**src/hdl/gsfd_pkg.sv**
```systemverilog
// ----------------------------------------------------------------------------
// gsfd_pkg
// Shared types, character codes and constants for the sentence field display.
// ----------------------------------------------------------------------------
package gsfd_pkg;

   localparam int FIELD_COUNT_DEF = 8;

   localparam int VALUE_W    = 20;
   localparam int PAIR_W     = 7;
   localparam int REQ_DATA_W = 16;
   localparam int RSP_DATA_W = 48;

   localparam logic [VALUE_W-1:0] VALUE_MAX = 20'd999999;

   localparam logic [7:0] FIELD_START_POS = 8'd7;
   localparam logic [7:0] TAG_POS         = 8'd4;
   localparam logic [7:0] POS_MAX         = 8'd255;
   localparam logic [3:0] FIELD_IDX_MAX   = 4'd15;

   localparam logic [7:0] CHAR_NEWLINE = 8'h0A;
   localparam logic [7:0] CHAR_COMMA   = 8'h2C;
   localparam logic [7:0] CHAR_DOT     = 8'h2E;
   localparam logic [7:0] CHAR_ZERO    = 8'h30;
   localparam logic [7:0] CHAR_NINE    = 8'h39;
   localparam logic [7:0] CHAR_G       = 8'h47;
   localparam logic [7:0] CHAR_N       = 8'h4E;
   localparam logic [7:0] CHAR_W       = 8'h57;
   localparam logic [7:0] CHAR_NUL     = 8'h00;

   // Fields that hold a hemisphere letter rather than a number.
   localparam logic [3:0] LAT_HEMI_FIELD = 4'd4;
   localparam logic [3:0] LON_HEMI_FIELD = 4'd7;
   localparam logic [VALUE_W-1:0] HEMI_NORTH = 20'd2;
   localparam logic [VALUE_W-1:0] HEMI_SOUTH = 20'd3;
   localparam logic [VALUE_W-1:0] HEMI_WEST  = 20'd4;
   localparam logic [VALUE_W-1:0] HEMI_EAST  = 20'd5;

   localparam logic [2:0] VIEW_NONE = 3'd7;

   // Reciprocals for the constant divisions: floor(v * RECIP >> SHIFT) is exact
   // over the whole value range of each operand.
   localparam int          DIV_10000_SHIFT = 34;
   localparam logic [20:0] RECIP_10000     = 21'd1717987;
   localparam logic [13:0] PAIR_HIGH_SCALE = 14'd10000;
   localparam int          DIV_100_SHIFT   = 20;
   localparam logic [13:0] RECIP_100       = 14'd10486;
   localparam logic [6:0]  PAIR_MID_SCALE  = 7'd100;

   typedef struct packed {
      logic               valid;
      logic [VALUE_W-1:0] value;
   } sel_type;

   // View 0 shows field 0; views 1 to 6 show fields 2 to 7.
   function automatic logic [3:0] view_to_field(input logic [2:0] view);
      logic [3:0] field;
      field = (view == 3'd0) ? 4'd0 : ({1'b0, view} + 4'd1);
      return field;
   endfunction

endpackage

```
**src/hdl/gsfd_parse.sv**
```systemverilog
// ----------------------------------------------------------------------------
// gsfd_parse
// Sentence parser: tracks position and fields, keeps the field values and
// registers the selected field at the end of each valid sentence.
// ----------------------------------------------------------------------------
module gsfd_parse #(
   parameter int FIELD_COUNT = gsfd_pkg::FIELD_COUNT_DEF
) (
   input  logic              clock,
   input  logic              reset,
   input  logic              req_tvalid,
   output logic              req_tready,
   input  logic [7:0]        rx_byte,
   input  logic [2:0]        view_select,
   output gsfd_pkg::sel_type sel_out,
   input  logic              sel_ready
);

   localparam int VW = gsfd_pkg::VALUE_W;

   logic [7:0]    byte_position_ff, byte_position_in;
   logic          sentence_valid_ff, sentence_valid_in;
   logic [3:0]    field_index_ff, field_index_in;
   logic [VW-1:0] field_accum_ff, field_accum_in;
   logic          digits_stopped_ff, digits_stopped_in;
   logic [7:0]    field_lead_char_ff, field_lead_char_in;
   logic [VW-1:0] field_store_ff [FIELD_COUNT];
   logic          sel_valid_ff, sel_valid_in;
   logic [VW-1:0] sel_value_ff, sel_value_in;

   logic          accept;
   logic          in_fields;
   logic          is_newline;
   logic          is_delim;
   logic          is_digit;
   logic          field_end;
   logic [VW-1:0] finish_value;
   logic [23:0]   accum_next;
   logic [3:0]    field_sel;
   logic          field_in_range;
   logic [VW-1:0] store_read;

   assign req_tready = !sel_valid_ff || sel_ready;
   assign accept     = req_tvalid && req_tready;

   assign in_fields  = byte_position_ff >= gsfd_pkg::FIELD_START_POS;
   assign is_newline = rx_byte == gsfd_pkg::CHAR_NEWLINE;
   assign is_delim   = (rx_byte == gsfd_pkg::CHAR_COMMA) || (rx_byte == gsfd_pkg::CHAR_DOT);
   assign is_digit   = (rx_byte >= gsfd_pkg::CHAR_ZERO) && (rx_byte <= gsfd_pkg::CHAR_NINE);
   assign field_end  = in_fields && (is_newline || is_delim);
   assign accum_next = {4'd0, field_accum_ff} * 24'd10
                     + {16'd0, rx_byte - gsfd_pkg::CHAR_ZERO};

   always_comb begin
      if (field_index_ff == gsfd_pkg::LAT_HEMI_FIELD) begin
         finish_value = (field_lead_char_ff == gsfd_pkg::CHAR_N) ?
                        gsfd_pkg::HEMI_NORTH : gsfd_pkg::HEMI_SOUTH;
      end else if (field_index_ff == gsfd_pkg::LON_HEMI_FIELD) begin
         finish_value = (field_lead_char_ff == gsfd_pkg::CHAR_W) ?
                        gsfd_pkg::HEMI_WEST : gsfd_pkg::HEMI_EAST;
      end else begin
         finish_value = field_accum_ff;
      end
   end

   // The field being closed by this newline is forwarded ahead of the store.
   assign field_sel      = gsfd_pkg::view_to_field(view_select);
   assign field_in_range = {1'b0, field_sel} < 5'(FIELD_COUNT);

   always_comb begin
      store_read = '0;
      for (int i = 0; i < FIELD_COUNT; i++) begin
         if (field_sel == 4'(i)) begin
            store_read = field_store_ff[i];
         end
      end
   end

   always_comb begin
      byte_position_in   = byte_position_ff;
      sentence_valid_in  = sentence_valid_ff;
      field_index_in     = field_index_ff;
      field_accum_in     = field_accum_ff;
      digits_stopped_in  = digits_stopped_ff;
      field_lead_char_in = field_lead_char_ff;
      sel_valid_in       = sel_valid_ff && !sel_ready;
      sel_value_in       = sel_value_ff;
      if (accept) begin
         if (is_newline) begin
            byte_position_in   = '0;
            sentence_valid_in  = 1'b0;
            field_index_in     = '0;
            field_accum_in     = '0;
            digits_stopped_in  = 1'b0;
            field_lead_char_in = '0;
            sel_valid_in       = sentence_valid_ff && (view_select != gsfd_pkg::VIEW_NONE);
            if (!field_in_range) begin
               sel_value_in = '0;
            end else if (in_fields && (field_sel == field_index_ff)) begin
               sel_value_in = finish_value;
            end else begin
               sel_value_in = store_read;
            end
         end else begin
            sel_valid_in = 1'b0;
            if (byte_position_ff != gsfd_pkg::POS_MAX) begin
               byte_position_in = byte_position_ff + 8'd1;
            end
            if (byte_position_ff == gsfd_pkg::TAG_POS) begin
               sentence_valid_in = rx_byte == gsfd_pkg::CHAR_G;
            end
            if (in_fields) begin
               if (is_delim) begin
                  if (field_index_ff != gsfd_pkg::FIELD_IDX_MAX) begin
                     field_index_in = field_index_ff + 4'd1;
                  end
                  field_accum_in     = '0;
                  digits_stopped_in  = 1'b0;
                  field_lead_char_in = '0;
               end else begin
                  if (field_lead_char_ff == gsfd_pkg::CHAR_NUL) begin
                     field_lead_char_in = rx_byte;
                  end
                  if (!digits_stopped_ff) begin
                     if (is_digit) begin
                        field_accum_in = (accum_next > {4'd0, gsfd_pkg::VALUE_MAX}) ?
                                         gsfd_pkg::VALUE_MAX : accum_next[VW-1:0];
                     end else begin
                        digits_stopped_in = 1'b1;
                     end
                  end
               end
            end
         end
      end
   end

   always_ff @(posedge clock) begin
      if (reset) begin
         byte_position_ff   <= '0;
         sentence_valid_ff  <= 1'b0;
         field_index_ff     <= '0;
         field_accum_ff     <= '0;
         digits_stopped_ff  <= 1'b0;
         field_lead_char_ff <= '0;
         sel_valid_ff       <= 1'b0;
      end else begin
         byte_position_ff   <= byte_position_in;
         sentence_valid_ff  <= sentence_valid_in;
         field_index_ff     <= field_index_in;
         field_accum_ff     <= field_accum_in;
         digits_stopped_ff  <= digits_stopped_in;
         field_lead_char_ff <= field_lead_char_in;
         sel_valid_ff       <= sel_valid_in;
      end
   end

   always_ff @(posedge clock) begin
      sel_value_ff <= sel_value_in;
   end

   // Every newline clears the kept fields, taking priority over the write.
   always_ff @(posedge clock) begin
      for (int i = 0; i < FIELD_COUNT; i++) begin
         if (reset || (accept && is_newline)) begin
            field_store_ff[i] <= '0;
         end else if (accept && field_end && (field_index_ff == 4'(i))) begin
            field_store_ff[i] <= finish_value;
         end
      end
   end

   assign sel_out.valid = sel_valid_ff;
   assign sel_out.value = sel_value_ff;

endmodule

```
**src/hdl/gsfd_split.sv**
```systemverilog
// ----------------------------------------------------------------------------
// gsfd_split
// Splits the selected value into three base-100 display pairs over two
// registered stages and holds the result for the response channel.
// ----------------------------------------------------------------------------
module gsfd_split (
   input  logic                              clock,
   input  logic                              reset,
   input  gsfd_pkg::sel_type                 sel_in,
   output logic                              sel_ready,
   output logic                              rsp_tvalid,
   input  logic                              rsp_tready,
   output logic [gsfd_pkg::RSP_DATA_W-1:0]   rsp_tdata
);

   localparam int VW = gsfd_pkg::VALUE_W;
   localparam int PW = gsfd_pkg::PAIR_W;

   logic          s2_valid_ff, s2_valid_in;
   logic [VW-1:0] s2_value_ff;
   logic [PW-1:0] s2_high_ff;
   logic [13:0]   s2_rem_ff;
   logic          rsp_valid_ff, rsp_valid_in;
   logic [gsfd_pkg::RSP_DATA_W-1:0] rsp_data_ff;

   logic          out_ready;
   logic [40:0]   high_prod;
   logic [PW-1:0] high;
   logic [20:0]   high_back;
   logic [20:0]   rem_wide;
   logic [27:0]   mid_prod;
   logic [PW-1:0] mid;
   logic [13:0]   mid_back;
   logic [13:0]   low_wide;

   assign out_ready = !rsp_valid_ff || rsp_tready;
   assign sel_ready = !s2_valid_ff || out_ready;

   // First stage: the ten-thousands pair and the remainder below 10000.
   assign high_prod = 41'(sel_in.value) * 41'(gsfd_pkg::RECIP_10000);
   assign high      = high_prod[gsfd_pkg::DIV_10000_SHIFT +: PW];
   assign high_back = 21'(high) * 21'(gsfd_pkg::PAIR_HIGH_SCALE);
   assign rem_wide  = 21'(sel_in.value) - high_back;

   // Second stage: hundreds and units pairs from the remainder.
   assign mid_prod = 28'(s2_rem_ff) * 28'(gsfd_pkg::RECIP_100);
   assign mid      = mid_prod[gsfd_pkg::DIV_100_SHIFT +: PW];
   assign mid_back = 14'(mid) * 14'(gsfd_pkg::PAIR_MID_SCALE);
   assign low_wide = s2_rem_ff - mid_back;

   always_comb begin
      s2_valid_in  = s2_valid_ff;
      rsp_valid_in = rsp_valid_ff;
      if (sel_ready) begin
         s2_valid_in = sel_in.valid;
      end
      if (out_ready) begin
         rsp_valid_in = s2_valid_ff;
      end
   end

   always_ff @(posedge clock) begin
      if (reset) begin
         s2_valid_ff  <= 1'b0;
         rsp_valid_ff <= 1'b0;
      end else begin
         s2_valid_ff  <= s2_valid_in;
         rsp_valid_ff <= rsp_valid_in;
      end
   end

   always_ff @(posedge clock) begin
      if (sel_ready) begin
         s2_value_ff <= sel_in.value;
         s2_high_ff  <= high;
         s2_rem_ff   <= rem_wide[13:0];
      end
      if (out_ready) begin
         rsp_data_ff <= {7'd0, s2_high_ff, mid, low_wide[PW-1:0], s2_value_ff};
      end
   end

   assign rsp_tvalid = rsp_valid_ff;
   assign rsp_tdata  = rsp_data_ff;

endmodule

```
**src/hdl/gga_sentence_field_display_top.sv**
```systemverilog
// ----------------------------------------------------------------------------
// gga_sentence_field_display_top
// Receives sentence characters one per request and, at each newline that
// closes a valid sentence, returns the selected field with its display pairs.
// ----------------------------------------------------------------------------
// Usage:
// The request channel carries one received character and the view switch
// setting per request. Requests that do not end a sentence, sentences whose
// fifth character is not 'G', and newlines with the view switch at 7 give no
// response. Otherwise the newline request gives exactly one response holding
// the chosen field's value and its low, middle and high base-100 pairs.
// A request is taken in every cycle the request side is ready; the block
// sustains one request per cycle while the response side keeps up. The
// response to a newline passes the parser output register, the register
// after the division by 10000 and the one after the division by 100.
// Reset clears all sentence state and the kept fields, and empties the
// pipeline. When the response side stalls, the stages fill one by one and
// req_tready falls only once the parser output register is also held.
// ----------------------------------------------------------------------------
module gga_sentence_field_display_top #(
   parameter int FIELD_COUNT = gsfd_pkg::FIELD_COUNT_DEF
) (
   input  logic                              clock,
   input  logic                              reset,
   input  logic                              req_tvalid,
   output logic                              req_tready,
   // [7:0] rx_byte, [10:8] view_select, [15:11] zero
   input  logic [gsfd_pkg::REQ_DATA_W-1:0]   req_tdata,
   output logic                              rsp_tvalid,
   input  logic                              rsp_tready,
   // [19:0] shown_value, [26:20] pair_low, [33:27] pair_mid,
   // [40:34] pair_high, [47:41] zero
   output logic [gsfd_pkg::RSP_DATA_W-1:0]   rsp_tdata
);

   gsfd_pkg::sel_type sel;
   logic              sel_ready;

   gsfd_parse #(
      .FIELD_COUNT (FIELD_COUNT)
   ) u_parse (
      .clock       (clock),
      .reset       (reset),
      .req_tvalid  (req_tvalid),
      .req_tready  (req_tready),
      .rx_byte     (req_tdata[7:0]),
      .view_select (req_tdata[10:8]),
      .sel_out     (sel),
      .sel_ready   (sel_ready)
   );

   gsfd_split u_split (
      .clock      (clock),
      .reset      (reset),
      .sel_in     (sel),
      .sel_ready  (sel_ready),
      .rsp_tvalid (rsp_tvalid),
      .rsp_tready (rsp_tready),
      .rsp_tdata  (rsp_tdata)
   );

endmodule

```
**config.mk**
```make
export PLATFORM = sky130hd
export DESIGN_NAME = gga_sentence_field_display_top
export DESIGN_NICKNAME = d
export VERILOG_FILES = /design/src/hdl/gsfd_pkg.sv /design/src/hdl/gsfd_parse.sv /design/src/hdl/gsfd_split.sv /design/src/hdl/gga_sentence_field_display_top.sv
export SDC_FILE = /design/constraint.sdc
export NUM_CORES = 1
export LEC_CHECK = 0
export ABC_AREA = 1
export BUFFER_PORTS_ARGS = -buffer_cell sky130_fd_sc_hd__clkbuf_2
export CAP_MARGIN = 20
export CORE_ASPECT_RATIO = 1.5
export CORE_MARGIN = 2
export CORE_UTILIZATION = 65
export DETAILED_ROUTE_END_ITERATION = 10
export GPL_TIMING_DRIVEN = 0
export PLACE_DENSITY = 0.86
export SETUP_SLACK_MARGIN = 0.1
export SYNTH_ARGS = -nofsm -noshare
export SYNTH_HDL_FRONTEND = slang
export SYNTH_SLANG_ARGS = --single-unit
```
**constraint.sdc**
```tcl
create_clock -name clock -period 22.5 [get_ports clock]
set_input_delay 2.25 -clock clock [delete_from_list [all_inputs] [get_ports clock]]
set_output_delay 2.25 -clock clock [all_outputs]
set_load 0.1 [all_outputs]
```
# Word-level counts from Yosys, hierarchy flattened
# Memories as Yosys holds them, arrays and structs flattened.
# Cells that the tools add are included.
# totals
ff_bits	147
ram_bits	160
input_bits	20
out_inout_bits	50
word_cells	183
n_memories	1
# mem_list
name	words	width	read_ports	rd_ports_with_merged_regs	write_ports	line_no	text
u_parse.field_store_ff	8	20	8	0	8	gsfd_parse.sv:27	logic [VW-1:0] field_store_ff [FIELD_COUNT];
# op_classes
add_sub_neg	7
multipliers	5
n_lt_le_gt_ge	5
eq_ne	26
mux	73
bitwise_logic	8
n_reduce_logical	44
# ops
op	count
20-bit two-way mux	25
8-bit two-way mux	6
20-bit by 21-bit multiplier with 41-bit output (second input constant)	1
1-bit two-way mux	37
4-bit by 3-bit == test with 1-bit output (second input constant)	8
14-bit by 13-bit multiplier with 26-bit output (second input constant)	1
24-bit by 8-bit adder with 24-bit output	1
8-bit by 7-bit == test with 1-bit output (second input constant)	3
24-bit by 20-bit > comparator with 1-bit output (second input constant)	1
20-bit by 3-bit multiplier with 23-bit output (second input constant)	1
4-bit two-way mux	5
4-bit by 2-bit == test with 1-bit output (second input constant)	4
8-bit by 6-bit == test with 1-bit output (second input constant)	2
1-bit logical AND	16
14-bit subtractor	1
7-bit by 10-bit multiplier with 10-bit output (second input constant)	1
2-bit nonzero test	5
8-bit by 1-bit adder with 8-bit output (second input constant)	1
4-bit by 1-bit == test with 1-bit output (second input constant)	2
8-bit by 3-bit == test with 1-bit output (second input constant)	1
8-bit by 4-bit == test with 1-bit output (second input constant)	1
8-bit by 3-bit greater-or-equal comparator with 1-bit output (second input constant)	1
8-bit by 6-bit greater-or-equal comparator with 1-bit output (second input constant)	1
8-bit by 6-bit less-or-equal comparator with 1-bit output (second input constant)	1
other kinds (20)	42

# Longest topological paths before layout
# Gate-level depths: netlist (run 1).
# depth
depth_word	12
ltp_mapped	42
depth_no_buf	42

# Hierarchy
# Synthesis (run 1) repeated with hierarchy kept, for this count alone.
# hier_totals
cells_unflattened	2976
hier_area_um2	27086.0
# by_module_without_submodules
mod	n_inst	cells_each	area_per_inst_um2	seq_area_each_um2
gsfd_split	1	1516	14757.9	2322.2
gsfd_parse	1	1460	12328.1	6266.0

# Worst setup path before layout (run 1)
# OpenSTA, ideal clock, no wires.
# synth_path
path_kind	flip-flop to flip-flop
from	reg u_parse.sel_value_ff[8]
to	reg u_split.s2_rem_ff[13], data pin
setup_ns	0.252
arrival_ns	8.326
required_ns	22.248
setup_slack_ns	13.922
stages_incl_launch_ff	39
n_path_buf	0
synth_period_minus_slack_ns	8.578
path_cell_list	edfxtp_1 ha_1 fa_1 inv_1 fa_1 inv_1 fa_1 inv_1 fa_1 inv_1 fa_1 inv_1 fa_1 inv_1 ha_1 nand2_1 nor3_1 nand2_1 (+3 left out) xor2_1 inv_1 fa_1 fa_1 ha_1 ha_1 nand3_1 nand3_1 xor2_1 ha_1 inv_1 nor3_1 nor2_1 nand2_1 a21oi_1 inv_1 nand2_1 nand2_1
# synth_between
elab_chain_cells	3
# synth_lines
item	line_no	text
start: declaration	gsfd_parse.sv:29	logic [VW-1:0] sel_value_ff, sel_value_in;
start signal: assignment	gsfd_parse.sv:159	sel_value_ff <= sel_value_in;
20-bit by 21-bit multiplier with 41-bit output	gsfd_split.sv:40	assign high_prod = 41'(sel_in.value) * 41'(gsfd_pkg::RECIP_10000);
7-bit by 10-bit multiplier with 10-bit output	gsfd_split.sv:42	assign high_back = 21'(high) * 21'(gsfd_pkg::PAIR_HIGH_SCALE);
named net u_split.high_back[5]	gsfd_split.sv:29	logic [20:0] high_back;
14-bit subtractor	gsfd_split.sv:43	assign rem_wide = 21'(sel_in.value) - high_back;
named net u_split.rem_wide[13]	gsfd_split.sv:30	logic [20:0] rem_wide;
end signal: assignment	gsfd_split.sv:76	s2_rem_ff <= rem_wide[13:0];
end: declaration	gsfd_split.sv:22	logic [13:0] s2_rem_ff;
# The timed path passes the listed nets, and every way through them passes these cells.
# A chain may end at the register's enable or synchronous reset.

# Worst setup path in the final report (run 1)
# Same ends and word-level chain as after synthesis.

==> results of run 1 <==
[flip-flops by register name (all words and copies together), names as in the netlist]
name / count
u_parse.field_index_ff: 4
u_parse.field_accum_ff: 20
u_parse.byte_position_ff: 8
u_split.s2_value_ff: 16
u_split.rsp_tdata: 39
u_parse.field_store_ff: 160
u_parse.sel_value_ff: 20
u_split.s2_high_ff: 7
u_parse.sel_valid_ff: 1
u_parse.sentence_valid_ff: 1
u_split.s2_rem_ff: 14
u_parse.digits_stopped_ff: 1
u_split.rsp_tvalid: 1
u_split.s2_valid_ff: 1
u_parse.field_lead_char_ff: 8
[worst max-delay path by stage]
stage	depth (start not counted)	to	start	slack [ns]
finish	38	u_split.s2_rem_ff[13]	u_parse.sel_value_ff[8]	12.31
global route	39	u_split.s2_rem_ff[13]	u_parse.sel_value_ff[8]	11.70
CTS	38	u_split.s2_rem_ff[13]	u_parse.sel_value_ff[3]	12.42
detailed placement	36	u_split.s2_rem_ff[13]	u_parse.sel_value_ff[8]	12.46
global placement	38	u_split.s2_rem_ff[13]	u_parse.sel_value_ff[8]	12.70
floorplan	38	u_split.s2_rem_ff[13]	u_parse.sel_value_ff[8]	13.92
[critical path: cells and delay by family, from the launching register on]
kind,cells,cell delay [ns]
flip-flops,1,0.88
AO/OA/AOI/OAI,5,0.89
buffers and inverters,9,0.68
XOR/XNOR,2,0.56
adder cells (fa/ha/maj),13,5.90
AND/OR/NAND/NOR,9,0.95
[metrics by stage]
| stage | area (µm²) | setup WS [ns] | power (mW) | cells | utilization |
|---|---|---|---|---|---|
| final | 28930 | 12.31 | 3.551 | 3564 | 0.7077 |
| after global routing | 28930 | 11.70 | 3.859 | 3564 | 0.7077 |
| after CTS | 28930 | 12.42 | 3.535 | 3564 | 0.7077 |
| after detailed placement | 28040 | 12.46 | 3.047 | 3513 | 0.6860 |
| after global placement | 27870 | 12.70 | 2.889 | 3505 | 0.6817 |
| after floorplan | 26950 | 13.92 | 2.532 | 2938 | - |
[kinds of logic (layout without fill, tap and decap cells)]
group | count (synthesis) | count (layout) | share of synthesized area
DFF | 301 | 301 | 0.3206
AOI/OAI and AO/OA | 311 | 311 | 0.06949
and+or+nand+nor | 993 | 993 | 0.1589
adders and majority gates | 595 | 595 | 0.3406
xor gates and xnor gates | 54 | 54 | 0.01817
buffers and inverters | 642 | 757 | 0.09214
other | 1 | 42 | 0.0001400
[layout make-up]
| type | count | area, µm² |
|---|---|---|
| well taps | 511 | 639.4 |
| inverters | 584 | 2192 |
| repair buffers | 64 | 425.4 |
| plain buffers | 58 | 276.5 |
| fillers | 2875 | 11950 |
| multi-input cells | 1995 | 15920 |
| clock inverters | 18 | 166.4 |
| clock buffers | 33 | 719.4 |
| flip-flops and latches | 301 | 8588 |
[power breakdown]
part / switching (mW) / leakage [nW] / internal [mW]
Combinational: 1.42 / 10.6 / 0.899
Sequential: 0.0230 / 2.99 / 0.752
Clock: 0.207 / 0.427 / 0.253
Total: 1.65 / 14.0 / 1.90
[cell usage in the layout, fill, tap and decap left out, types with 47 or more instances in the layout]
| cell | count |
|---|---|
| clkbuf_2 | 56 |
| nand2_1 | 488 |
| nand4_1 | 67 |
| inv_1 | 572 |
| o21ai_0 | 49 |
| fa_1 | 224 |
| a21oi_1 | 149 |
| ha_1 | 371 |
| edfxtp_1 | 256 |
| nand3_1 | 113 |
| clkbuf_1 | 47 |
| nor2_1 | 244 |
[metal layers]
layer | vias to the layer above | global-route usage | share of wire
met2 | 909 | 0.6063 | 0.51
met5 | - | 0 | 0
met1 | 9955 | 0.3546 | 0.33
li1 | 9673 | - | -
met3 | 345 | 0.04557 | 0.059
met4 | 0 | 0.2615 | 0.095
==> flow_summary.html, run 1 <==
<table>
<tr><th>Metric</th><th>Value</th></tr>
<tr><th colspan="2">Status</th></tr>
<tr><td>Run status</td><td>complete, no violations</td></tr>
<tr><th colspan="2">Logic synthesis</th></tr>
<tr><td>Synth warn</td><td>0</td></tr>
<tr><td>Cell variety after synth</td><td>53</td></tr>
<tr><td>Largest area contributor in the netlist</td><td>edfxtp_1</td></tr>
<tr><td>Post-synthesis cell area</td><td>approximately 0.027 mm²</td></tr>
<tr><td>Fraction of the yosys area taken by sequential cells</td><td>0.3206</td></tr>
<tr><td>Commonest cells in the synthesized netlist</td><td>572 x inv_1, 489 x nand2_1, 371 x ha_1, 256 x edfxtp_1, 245 x nor2_1</td></tr>
<tr><td>Gate count of the mapped netlist</td><td>between 2,000 and 3,000</td></tr>
<tr><td>Synth top area cells</td><td>edfxtp_1 29%, ha_1 17%, fa_1 17%</td></tr>
<tr><td>Post-synth top area share</td><td>0.2869</td></tr>
<tr><td>Share of flip-flops with an asynchronous set or reset after synthesis</td><td>0</td></tr>
<tr><td>EDFF count, synth</td><td>approximately 260</td></tr>
<tr><td>Most common flop cell mapped by yosys</td><td>edfxtp_1</td></tr>
<tr><td>Syn_area_per_cell</td><td>roughly 9.2 µm²</td></tr>
<tr><td>Cell with the most instances after synthesis</td><td>inv_1</td></tr>
<tr><td>Post-synthesis sequential element count</td><td>between 300 and 400</td></tr>
<tr><th colspan="2">STA</th></tr>
<tr><td>Achievable frequency</td><td>between 0.09 and 0.1 GHz</td></tr>
<tr><td>Minimum hold slack</td><td>about 0.42 ns</td></tr>
<tr><td>Unrepaired setup endpoints after global routing</td><td>no</td></tr>
<tr><td>Final period demand of the worst path</td><td>10.19 ns</td></tr>
<tr><td>Post-route fraction of the period consumed by the critical path</td><td>0.4527</td></tr>
<tr><td>Hold Fails Final Rpt</td><td>0</td></tr>
<tr><td>Endpoints failing setup</td><td>0</td></tr>
<tr><td>Final Skew</td><td>approximately 0.013 ns</td></tr>
<tr><td>Transition time of the tightest slew-check pin</td><td>slightly above 1 ns</td></tr>
<tr><td>Setup_tns</td><td>0 ns</td></tr>
<tr><td>Worst slew margin relative to its limit</td><td>0.3185</td></tr>
<tr><td>Total count of max-transition violations in the final report</td><td>0</td></tr>
<tr><th colspan="2">Worst setup path</th></tr>
<tr><td>Data required time of the critical path</td><td>22.78 ns</td></tr>
<tr><td>Register-to-register setup slack</td><td>about 12 ns</td></tr>
<tr><td>R2r startpoint</td><td>u_parse.sel_value_ff[8]</td></tr>
<tr><td>Most repeated library cell on the critical path</td><td>inv_1</td></tr>
<tr><td>R2R cell count</td><td>38</td></tr>
<tr><td>Cell with the biggest individual delay on the critical path</td><td>edfxtp_1</td></tr>
<tr><td>Kind of end point of the critical path</td><td>flop</td></tr>
<tr><td>Endpoint of the worst register-to-register path</td><td>u_split.s2_rem_ff[13]</td></tr>
<tr><td>Launching element type of the critical path</td><td>flop</td></tr>
<tr><td>Worst EP arrival</td><td>10.47 ns</td></tr>
<tr><td>Largest stage delay on the critical path</td><td>~0.88 ns</td></tr>
<tr><td>Start-to-end type of the worst setup path</td><td>flop to flop</td></tr>
<tr><td>Max Fanout on Critical Path</td><td>8</td></tr>
<tr><th colspan="2">Final layout</th></tr>
<tr><td>Diode count</td><td>0</td></tr>
<tr><td>Nets</td><td>3,647</td></tr>
<tr><td>Share of post-route cells with drive strength above 1</td><td>0.06092</td></tr>
<tr><td>Area Overhead vs Synth</td><td>7.972%</td></tr>
<tr><th colspan="2">Floorplan</th></tr>
<tr><td>Count of pins on the block boundary</td><td>70</td></tr>
<tr><td>Die Y-Extent</td><td>~250 µm</td></tr>
<tr><td>Number of placement rows</td><td>~90</td></tr>
<tr><td>Initial core utilization</td><td>0.6555</td></tr>
<tr><td>Die width</td><td>around 170 µm</td></tr>
<tr><td>Die Outline Area</td><td>roughly 0.043 mm²</td></tr>
<tr><td>Core ar.</td><td>just over 0.04 mm²</td></tr>
<tr><th colspan="2">GRT</th></tr>
<tr><td>Vias in the first global route</td><td>around 22,000</td></tr>
<tr><td>Global-route wire length before repair</td><td>around 110,000 µm</td></tr>
<tr><td>Antenna violations before repair</td><td>0</td></tr>
<tr><td>Tot GR Track Use</td><td>0.3377</td></tr>
<tr><td>Largest net degree at the start of global routing</td><td>42</td></tr>
<tr><td>Grt ovf</td><td>0</td></tr>
<tr><th colspan="2">Route</th></tr>
<tr><td>Remaining antenna violation count</td><td>0</td></tr>
<tr><td>DRC violation count after routing</td><td>0</td></tr>
<tr><td>Initial DRC Count</td><td>about 1,700</td></tr>
<tr><td>Number of vias per cell</td><td>roughly 6</td></tr>
<tr><td>Average wire per standard cell</td><td>between 15 and 20 µm</td></tr>
<tr><td>Drt total wl</td><td>69,620 µm</td></tr>
<tr><td>First-pass detailed-route iteration total</td><td>6</td></tr>
<tr><td>Vias after detailed routing</td><td>20,882</td></tr>
<tr><th colspan="2">Clock tree</th></tr>
<tr><td>Clock insertion delay at the later pin of the skew report</td><td>0.57 ns</td></tr>
<tr><td>Number of buffers inserted by post-CTS setup repair</td><td>0</td></tr>
<tr><td>Clock-pin slew on the worst setup and hold paths</td><td>~0.06 ns</td></tr>
<tr><td>CTS Root Buffer Type</td><td>clkbuf_16</td></tr>
<tr><td>Number of CTS-inserted buffers</td><td>28</td></tr>
<tr><td># resized after CTS</td><td>0</td></tr>
<tr><td>CTS sink cnt</td><td>301</td></tr>
<tr><td>TritonCTS clock tree</td><td>yes</td></tr>
<tr><td>Number of buffers added to fix hold violations after cts</td><td>0</td></tr>
<tr><td>Maximum clock insertion buffer count</td><td>3</td></tr>
<tr><td>Deepest level of the CTS H-tree</td><td>1</td></tr>
<tr><th colspan="2">Pwr</th></tr>
<tr><td>Leakage power figure</td><td>between 10 and 15 nW</td></tr>
<tr><td>Cell Pwr Density</td><td>~120 mW/mm²</td></tr>
<tr><td>Worst vdd rail ir drop</td><td>approximately 0.35 mV</td></tr>
<tr><th colspan="2">Worst hold path</th></tr>
<tr><td>Min-delay src</td><td>u_split.s2_high_ff[4]</td></tr>
<tr><td>Number of cells traversed by the worst hold path</td><td>0</td></tr>
<tr><td>HP Class</td><td>flop to flop</td></tr>
<tr><td>Hold path endpoint</td><td>u_split.rsp_tdata[38]</td></tr>
<tr><th colspan="2">Place</th></tr>
<tr><td>Port-buffer cells</td><td>56</td></tr>
<tr><td>Final weighted congestion in routability-driven placement</td><td>~1</td></tr>
<tr><td>Half-perimeter wire length after detailed placement</td><td>between 50,000 and 60,000 µm</td></tr>
<tr><th colspan="2">Flow run</th></tr>
<tr><td>Number of max-capacitance violations reported</td><td>0</td></tr>
</table>
No activity file was read; power rests on OpenSTA's default activity.
==> inputs of run 2 (changes only) <==
Clock period 22.5 ns to 10.35 ns, I/O delays scaled along.
==> run 2 against run 1 <==
The run now ends with DRC left. Sequential share of layout area is 0.32 points lower. Register-to-register slack worse by 12 ns. Wire length is 0.98% higher. Worst setup slack worse by 12 ns. Sequential cell count stayed put. Total power is 120% higher. Clock power is 120% higher. Die area stayed put.
==> flow_summary.html, run 2 (synthesis results as in run 1) <==
<table>
<tr><th>Metric</th><th>Value</th></tr>
<tr><th colspan="2">Pwr</th></tr>
<tr><td>Pint</td><td>~4.1 mW</td></tr>
<tr><td>Switching pwr</td><td>between 3 and 4 mW</td></tr>
<tr><td>Cell Pwr Density</td><td>approximately 260 mW/mm²</td></tr>
<tr><td>Clk pwr share</td><td>0.130</td></tr>
<tr><td>Switch share</td><td>0.4640</td></tr>
<tr><td>Portion of total power attributed to combinational logic</td><td>0.652</td></tr>
<tr><td>Leakage power figure</td><td>between 10 and 15 nW</td></tr>
<tr><td>Worst vdd rail ir drop</td><td>between 0.7 and 0.8 mV</td></tr>
<tr><td>Sequential group share of total power</td><td>0.218</td></tr>
<tr><th colspan="2">Worst setup path</th></tr>
<tr><td>Largest stage delay on the critical path</td><td>0.62 ns</td></tr>
<tr><td>Worst EP arrival</td><td>10.06 ns</td></tr>
<tr><td>Buf/Inv on CP</td><td>7</td></tr>
<tr><td>Start-to-end type of the worst setup path</td><td>flop to flop</td></tr>
<tr><td>Register-to-register setup slack</td><td>~0.57 ns</td></tr>
<tr><td>Endpoint of the worst register-to-register path</td><td>u_split.s2_rem_ff[13]</td></tr>
<tr><td>Kind of end point of the critical path</td><td>flop</td></tr>
<tr><td>Cell family contributing the most delay on the critical path</td><td>adder cells</td></tr>
<tr><td>Beginning of the critical path</td><td>u_parse.sel_value_ff[3]</td></tr>
<tr><td>Max Fanout on Critical Path</td><td>6</td></tr>
<tr><td>R2R cell count</td><td>38</td></tr>
<tr><td>Data required time of the critical path</td><td>about 11 ns</td></tr>
<tr><td>Most repeated library cell on the critical path</td><td>fa_1</td></tr>
<tr><td>Launching element type of the critical path</td><td>flop</td></tr>
<tr><td>R2r startpoint</td><td>u_parse.sel_value_ff[3]</td></tr>
<tr><td>Cell with the biggest individual delay on the critical path</td><td>fa_1</td></tr>
<tr><th colspan="2">GRT</th></tr>
<tr><td>Largest net degree at the start of global routing</td><td>42</td></tr>
<tr><td>Vias in the first global route</td><td>between 20,000 and 25,000</td></tr>
<tr><td>Tot GR Track Use</td><td>0.3377</td></tr>
<tr><td>Antenna violations before repair</td><td>0</td></tr>
<tr><td>Global-route wire length before repair</td><td>around 110,000 µm</td></tr>
<tr><td>Grt ovf</td><td>0</td></tr>
<tr><th colspan="2">Final layout</th></tr>
<tr><td>Share of post-route cells with drive strength above 1</td><td>0.07259</td></tr>
<tr><td>Leading cell type in the layout, fill and taps excluded</td><td>inv_1</td></tr>
<tr><td>Flip-flop count of the largest register after layout</td><td>160</td></tr>
<tr><td>Register name with the most flops</td><td>u_parse.field_store_ff</td></tr>
<tr><td>Diode count</td><td>0</td></tr>
<tr><td>Area taken by flip-flops and latches</td><td>between 0.008 and 0.009 mm²</td></tr>
<tr><td>Nets</td><td>between 3,000 and 4,000</td></tr>
<tr><td>Area taken by multi-input logic gates</td><td>roughly 0.016 mm²</td></tr>
<tr><td>Filler Cells Inserted</td><td>approximately 2,800</td></tr>
<tr><td>Area Overhead vs Synth</td><td>9.135%</td></tr>
<tr><td>Most frequent cells in the layout</td><td>572 x inv_1, 488 x nand2_1, 368 x ha_1, 256 x edfxtp_1, 243 x nor2_1</td></tr>
<tr><th colspan="2">Clock tree</th></tr>
<tr><td>Number of CTS-inserted buffers</td><td>28</td></tr>
<tr><td>Maximum clock insertion buffer count</td><td>3</td></tr>
<tr><td>CTS sink cnt</td><td>approximately 300</td></tr>
<tr><td>Clock insertion delay at the later pin of the skew report</td><td>between 0.5 and 0.6 ns</td></tr>
<tr><td>Clock-pin slew on the worst setup and hold paths</td><td>~0.060 ns</td></tr>
<tr><td>CTS Root Buffer Type</td><td>clkbuf_16</td></tr>
<tr><td>Number of buffers added to fix hold violations after cts</td><td>0</td></tr>
<tr><td>Deepest level of the CTS H-tree</td><td>1</td></tr>
<tr><td>TritonCTS clock tree</td><td>yes</td></tr>
<tr><th colspan="2">STA</th></tr>
<tr><td>Endpoints failing setup</td><td>0</td></tr>
<tr><td>Hold Fails Final Rpt</td><td>0</td></tr>
<tr><td>Total count of max-transition violations in the final report</td><td>0</td></tr>
<tr><td>Unrepaired setup endpoints after global routing</td><td>no</td></tr>
<tr><td>Final Skew</td><td>about 0.018 ns</td></tr>
<tr><td>Transition time of the tightest slew-check pin</td><td>1.025 ns</td></tr>
<tr><td>Final period demand of the worst path</td><td>about 9.8 ns</td></tr>
<tr><td>Minimum hold slack</td><td>around 0.42 ns</td></tr>
<tr><td>Setup_tns</td><td>0 ns</td></tr>
<tr><td>Worst slew margin relative to its limit</td><td>0.3120</td></tr>
<tr><td>Post-route fraction of the period consumed by the critical path</td><td>0.9446</td></tr>
<tr><td>Achievable frequency</td><td>0.1023 GHz</td></tr>
<tr><th colspan="2">Place</th></tr>
<tr><td>Port-buffer cells</td><td>56</td></tr>
<tr><td>Half-perimeter wire length after detailed placement</td><td>~57,000 µm</td></tr>
<tr><td>Final weighted congestion in routability-driven placement</td><td>1.031</td></tr>
<tr><th colspan="2">Worst hold path</th></tr>
<tr><td>HP Class</td><td>flop to flop</td></tr>
<tr><td>Hold path endpoint</td><td>u_split.rsp_tdata[38]</td></tr>
<tr><td>Number of cells traversed by the worst hold path</td><td>0</td></tr>
<tr><td>Min-delay src</td><td>u_split.s2_high_ff[4]</td></tr>
<tr><th colspan="2">Floorplan</th></tr>
<tr><td>Count of pins on the block boundary</td><td>70</td></tr>
<tr><td>Initial core utilization</td><td>0.6555</td></tr>
<tr><td>Die width</td><td>169.8 µm</td></tr>
<tr><td>Die Outline Area</td><td>~0.043 mm²</td></tr>
<tr><td>Number of placement rows</td><td>between 90 and 100</td></tr>
<tr><td>Core ar.</td><td>0.04088 mm²</td></tr>
<tr><td>Die Y-Extent</td><td>~250 µm</td></tr>
<tr><th colspan="2">Route</th></tr>
<tr><td>Number of vias per cell</td><td>around 6</td></tr>
<tr><td>Drt total wl</td><td>70,300 µm</td></tr>
<tr><td>Vias after detailed routing</td><td>~21,000</td></tr>
<tr><td>First-pass detailed-route iteration total</td><td>10</td></tr>
<tr><td>Initial DRC Count</td><td>roughly 1,800</td></tr>
<tr><td>DRC violation count after routing</td><td>1</td></tr>
<tr><td>Average wire per standard cell</td><td>between 15 and 20 µm</td></tr>
<tr><td>Remaining antenna violation count</td><td>0</td></tr>
<tr><th colspan="2">Status</th></tr>
<tr><td>Violations in the final reports</td><td>DRC</td></tr>
<tr><td>Run status</td><td>finished, violations left</td></tr>
<tr><th colspan="2">Flow run</th></tr>
<tr><td>Number of max-capacitance violations reported</td><td>0</td></tr>
</table>
-- run 2: cell types whose count changed in the layout (fill, tap and decap cells not counted) --
cell     before  now
ha_2          0    3
nor2_2        8    9
ha_1        371  368
buf_4        11   40
buf_12        0    4
nor2_1      244  243
a21oi_2      13   14
a21oi_1     149  148
-- run 2: worst max-delay path by stage --
stage | to | depth (start not counted) | slack (ns)
after global placement | u_split.s2_rem_ff[13] | 38 | 0.55
final | u_split.s2_rem_ff[13] | 38 | 0.57
after global routing | u_split.s2_rem_ff[13] | 39 | 0.11
after CTS | u_split.s2_rem_ff[13] | 38 | 0.27
after floorplan | u_split.s2_rem_ff[13] | 38 | 1.77
after detailed placement | u_split.s2_rem_ff[13] | 36 | 0.31
-- run 2: per-stage QoR --
stage	utilization	power [mW]	worst slack, ns	instances	cell area [µm²]
after floorplan	-	5.503	1.772	2938	26950
after global placement	0.6817	6.281	0.5545	3505	27870
after detailed placement	0.6860	6.624	0.3086	3513	28040
after CTS	0.7077	7.685	0.2709	3564	28930
after global routing	0.7153	8.394	0.1080	3597	29240
final	0.7153	7.727	0.5730	3597	29240
-- run 2: repair_timing --
| item | CTS | global route |
|---|---|---|
| hold endpoints to repair | 0 | 0 |
| buffers inserted | 0 | 33 |
| endpoints found under the setup margin | 0 | 1 |
| gates resized for setup | 0 | 5 |
-- run 2: final cells by class --
class / instances / area share
buffer: 58 / 0.009457
clock buffer: 33 / 0.02461
clock inverter: 18 / 0.005691
inverter: 584 / 0.07497
multi-input combinational: 1995 / 0.5450
sequential: 301 / 0.2937
tap: 511 / 0.02187
timing repair buffer: 97 / 0.02473
-- run 2: power by group through the flow --
stage          clock network (mW)  logic (mW)  registers [mW]
2_1_floorplan                   0        3.61            1.89
3_3_place_gp                    0        4.57            1.71
3_5_place_dp                    0        4.91            1.71
4_1_cts                      1.00        5.00            1.69
5_1_grt                      1.05        5.65            1.69
6_report                     1.00        5.04            1.68
-- run 2: per-layer routing --
metal | share of wire | vias to the layer above | track usage
met1 | 0.33 | 10011 | 0.3546
met5 | 0 | - | 0
met4 | 0.094 | 0 | 0.2615
li1 | - | 9740 | -
met2 | 0.51 | 952 | 0.6063
met3 | 0.060 | 346 | 0.04557
==> inputs of run 3 (changes only) <==
Settings changed: BUFFER_PORTS_ARGS -buffer_cell sky130_fd_sc_hd__clkbuf_2 to unset, CORE_MARGIN 2 to 10, CORE_UTILIZATION 65 to 60, DONT_BUFFER_PORTS set to 1, PLACE_DENSITY 0.86 to 0.79.
==> run 3 against run 2 <==
First-iteration DRC count decreased by 16%. Sequential share of layout area increased by 0.23 points. Highest routed layer unchanged. Clock power increased by 15%. The flow now finishes without violations. Total power increased by 6.8%.
==> flow_summary.html, run 3 (synthesis results as in run 1) <==
<table>
<tr><th>Metric</th><th>Value</th></tr>
<tr><th colspan="2">Status</th></tr>
<tr><td>Run status</td><td>complete, no violations</td></tr>
<tr><th colspan="2">Floorplan</th></tr>
<tr><td>Die Outline Area</td><td>~0.054 mm²</td></tr>
<tr><td>Die Y-Extent</td><td>roughly 280 µm</td></tr>
<tr><td>Number of placement rows</td><td>94</td></tr>
<tr><td>Count of pins on the block boundary</td><td>70</td></tr>
<tr><td>Die width</td><td>about 190 µm</td></tr>
<tr><td>Core ar.</td><td>between 0.04 and 0.05 mm²</td></tr>
<tr><td>Initial core utilization</td><td>0.6091</td></tr>
<tr><th colspan="2">STA</th></tr>
<tr><td>Worst slew margin relative to its limit</td><td>0.2180</td></tr>
<tr><td>Transition time of the tightest slew-check pin</td><td>between 1 and 1.5 ns</td></tr>
<tr><td>Setup_tns</td><td>0 ns</td></tr>
<tr><td>Final Skew</td><td>0.04261 ns</td></tr>
<tr><td>Minimum hold slack</td><td>~0.42 ns</td></tr>
<tr><td>Unrepaired setup endpoints after global routing</td><td>no</td></tr>
<tr><td>Final period demand of the worst path</td><td>between 9 and 10 ns</td></tr>
<tr><td>Post-route fraction of the period consumed by the critical path</td><td>0.9371</td></tr>
<tr><td>Achievable frequency</td><td>~0.10 GHz</td></tr>
<tr><td>Endpoints failing setup</td><td>0</td></tr>
<tr><td>Hold Fails Final Rpt</td><td>0</td></tr>
<tr><td>Total count of max-transition violations in the final report</td><td>0</td></tr>
<tr><th colspan="2">Final layout</th></tr>
<tr><td>Area taken by multi-input logic gates</td><td>0.01593 mm²</td></tr>
<tr><td>Area Overhead vs Synth</td><td>8.299%</td></tr>
<tr><td>Filler Cells Inserted</td><td>around 3,600</td></tr>
<tr><td>Share of post-route cells with drive strength above 1</td><td>0.05005</td></tr>
<tr><td>Area taken by flip-flops and latches</td><td>between 0.008 and 0.009 mm²</td></tr>
<tr><td>Leading cell type in the layout, fill and taps excluded</td><td>inv_1</td></tr>
<tr><td>Register name with the most flops</td><td>u_parse.field_store_ff</td></tr>
<tr><td>Post-Route Utilization</td><td>0.6596</td></tr>
<tr><td>Flip-flop count of the largest register after layout</td><td>160</td></tr>
<tr><td>Most frequent cells in the layout</td><td>571 x inv_1, 488 x nand2_1, 370 x ha_1, 256 x edfxtp_1, 244 x nor2_1</td></tr>
<tr><td>Diode count</td><td>0</td></tr>
<tr><td>Nets</td><td>3,609</td></tr>
<tr><th colspan="2">Worst setup path</th></tr>
<tr><td>Most repeated library cell on the critical path</td><td>inv_1</td></tr>
<tr><td>Endpoint of the worst register-to-register path</td><td>u_split.s2_rem_ff[13]</td></tr>
<tr><td>Data required time of the critical path</td><td>approximately 11 ns</td></tr>
<tr><td>Largest stage delay on the critical path</td><td>0.65 ns</td></tr>
<tr><td>Max Fanout on Critical Path</td><td>7</td></tr>
<tr><td>Stages on the worst setup path</td><td>38</td></tr>
<tr><td>Kind of end point of the critical path</td><td>flop</td></tr>
<tr><td>Worst EP arrival</td><td>between 10 and 15 ns</td></tr>
<tr><td>R2R cell count</td><td>38</td></tr>
<tr><td>Buf/Inv on CP</td><td>8</td></tr>
<tr><td>Launching element type of the critical path</td><td>flop</td></tr>
<tr><td>Start-to-end type of the worst setup path</td><td>flop to flop</td></tr>
<tr><td>Cell with the biggest individual delay on the critical path</td><td>edfxtp_1</td></tr>
<tr><td>Last element of the critical path</td><td>u_split.s2_rem_ff[13]</td></tr>
<tr><td>Beginning of the critical path</td><td>u_parse.sel_value_ff[6]</td></tr>
<tr><td>R2r startpoint</td><td>u_parse.sel_value_ff[6]</td></tr>
<tr><td>Register-to-register setup slack</td><td>roughly 0.65 ns</td></tr>
<tr><td>Cell family contributing the most delay on the critical path</td><td>adder cells</td></tr>
<tr><th colspan="2">Route</th></tr>
<tr><td>Initial DRC Count</td><td>around 1,500</td></tr>
<tr><td>Remaining antenna violation count</td><td>0</td></tr>
<tr><td>Drt total wl</td><td>between 70,000 and 80,000 µm</td></tr>
<tr><td>Vias after detailed routing</td><td>a little over 20,000</td></tr>
<tr><td>First-pass detailed-route iteration total</td><td>8</td></tr>
<tr><td>Number of vias per cell</td><td>between 5 and 6</td></tr>
<tr><td>Average wire per standard cell</td><td>~20 µm</td></tr>
<tr><td>DRC violation count after routing</td><td>0</td></tr>
<tr><th colspan="2">Clock tree</th></tr>
<tr><td>Deepest level of the CTS H-tree</td><td>1</td></tr>
<tr><td>TritonCTS clock tree</td><td>yes</td></tr>
<tr><td>CTS Root Buffer Type</td><td>clkbuf_16</td></tr>
<tr><td>CTS sink cnt</td><td>around 300</td></tr>
<tr><td>Clock-pin slew on the worst setup and hold paths</td><td>0.06 ns</td></tr>
<tr><td>Number of buffers added to fix hold violations after cts</td><td>0</td></tr>
<tr><td>Clock insertion delay at the later pin of the skew report</td><td>slightly above 0.6 ns</td></tr>
<tr><td>Maximum clock insertion buffer count</td><td>3</td></tr>
<tr><td>Number of CTS-inserted buffers</td><td>30</td></tr>
<tr><th colspan="2">GRT</th></tr>
<tr><td>Largest net degree at the start of global routing</td><td>40</td></tr>
<tr><td>Global-route wire length before repair</td><td>approximately 110,000 µm</td></tr>
<tr><td>Antenna violations before repair</td><td>0</td></tr>
<tr><td>Vias in the first global route</td><td>21,473</td></tr>
<tr><td>Grt ovf</td><td>0</td></tr>
<tr><td>Tot GR Track Use</td><td>0.2720</td></tr>
<tr><th colspan="2">Pwr</th></tr>
<tr><td>Leakage power figure</td><td>13.94 nW</td></tr>
<tr><td>Worst vdd rail ir drop</td><td>0.5703 mV</td></tr>
<tr><td>Total Power</td><td>roughly 8.3 mW</td></tr>
<tr><td>Cell Pwr Density</td><td>roughly 280 mW/mm²</td></tr>
<tr><th colspan="2">Place</th></tr>
<tr><td>Final weighted congestion in routability-driven placement</td><td>between 0.9 and 1</td></tr>
<tr><td>Half-perimeter wire length after detailed placement</td><td>just under 60,000 µm</td></tr>
<tr><td>Port-buffer cells</td><td>0</td></tr>
<tr><th colspan="2">Flow run</th></tr>
<tr><td>Number of max-capacitance violations reported</td><td>0</td></tr>
<tr><th colspan="2">Worst hold path</th></tr>
<tr><td>HP Class</td><td>flop to flop</td></tr>
</table>
-- run 3: cell count changes in the layout (fill, tap and decap cells not counted), moves of 2 or more --
cell	previous run	this run
clkbuf_2	56	0
buf_4	40	25
clkinv_2	6	2
bufinv_16	2	5
clkbuf_16	28	30
clkinv_1	9	11
clkinvlp_4	3	1
ha_1	368	370
ha_2	3	1
inv_6	1	3
-- run 3: worst min-delay path by stage --
stage / from / to / slack [ns] / depth (start not counted)
global placement: u_split.s2_value_ff[18] / u_split.rsp_tdata[18] / 0.40 / 0
CTS: u_split.s2_high_ff[5] / u_split.rsp_tdata[39] / 0.42 / 0
finish: u_split.s2_value_ff[9] / u_split.rsp_tdata[9] / 0.42 / 0
floorplan: u_split.s2_value_ff[10] / u_split.rsp_tdata[10] / 0.40 / 0
detailed placement: u_split.s2_high_ff[5] / u_split.rsp_tdata[39] / 0.40 / 0
global route: u_split.s2_high_ff[0] / u_split.rsp_tdata[34] / 0.43 / 0
-- run 3: through the flow --
step	worst slack, ns	cells	cell area [µm²]
after floorplan	1.772	2938	26950
after global placement	0.5256	3514	27670
after detailed placement	0.4959	3522	27830
after CTS	0.4961	3577	28860
after global routing	0.2151	3593	29020
final	0.6509	3593	29020
-- run 3: final cells by class --
cell class	instances	area share
buffer	58	0.009530
clock buffer	35	0.02652
clock inverter	20	0.009142
inverter	584	0.07555
multi-input combinational	1995	0.5490
sequential	301	0.2960
tap	576	0.02484
timing repair buffer	24	0.009401
-- run 3: power by group --
group | total (mW) | leakage, nW | switching [mW] | internal (mW)
clock network | 1.15 | 0.495 | 0.487 | 0.663
logic | 5.22 | 10.5 | 3.22 | 1.99
registers | 1.89 | 2.99 | 0.248 | 1.64
-- run 3: layer usage --
| metal | share of wire | track usage |
|---|---|---|
| met5 | 0 | 0 |
| met1 | 0.36 | 0.2987 |
| met3 | 0.049 | 0.02920 |
| met2 | 0.53 | 0.4924 |
| met4 | 0.067 | 0.1618 |
-- run 3: worst register-to-register path: cells and delay by family, from the launching register on --
kind | cells | cell delay, ns
adder cells (fa/ha/maj) | 13 | 5.85
AND/OR/NAND/NOR | 12 | 1.21
buffers and inverters | 8 | 0.75
flip-flops | 1 | 0.65
AO/OA/AOI/OAI | 3 | 0.56
XOR/XNOR | 2 | 0.46
-- run 3: what timing repair did --
| item | CTS | global route |
|---|---|---|
| setup endpoints to repair | 0 | 1 |
| gates resized for setup | 0 | 2 |
| setup buffers | 0 | 16 |
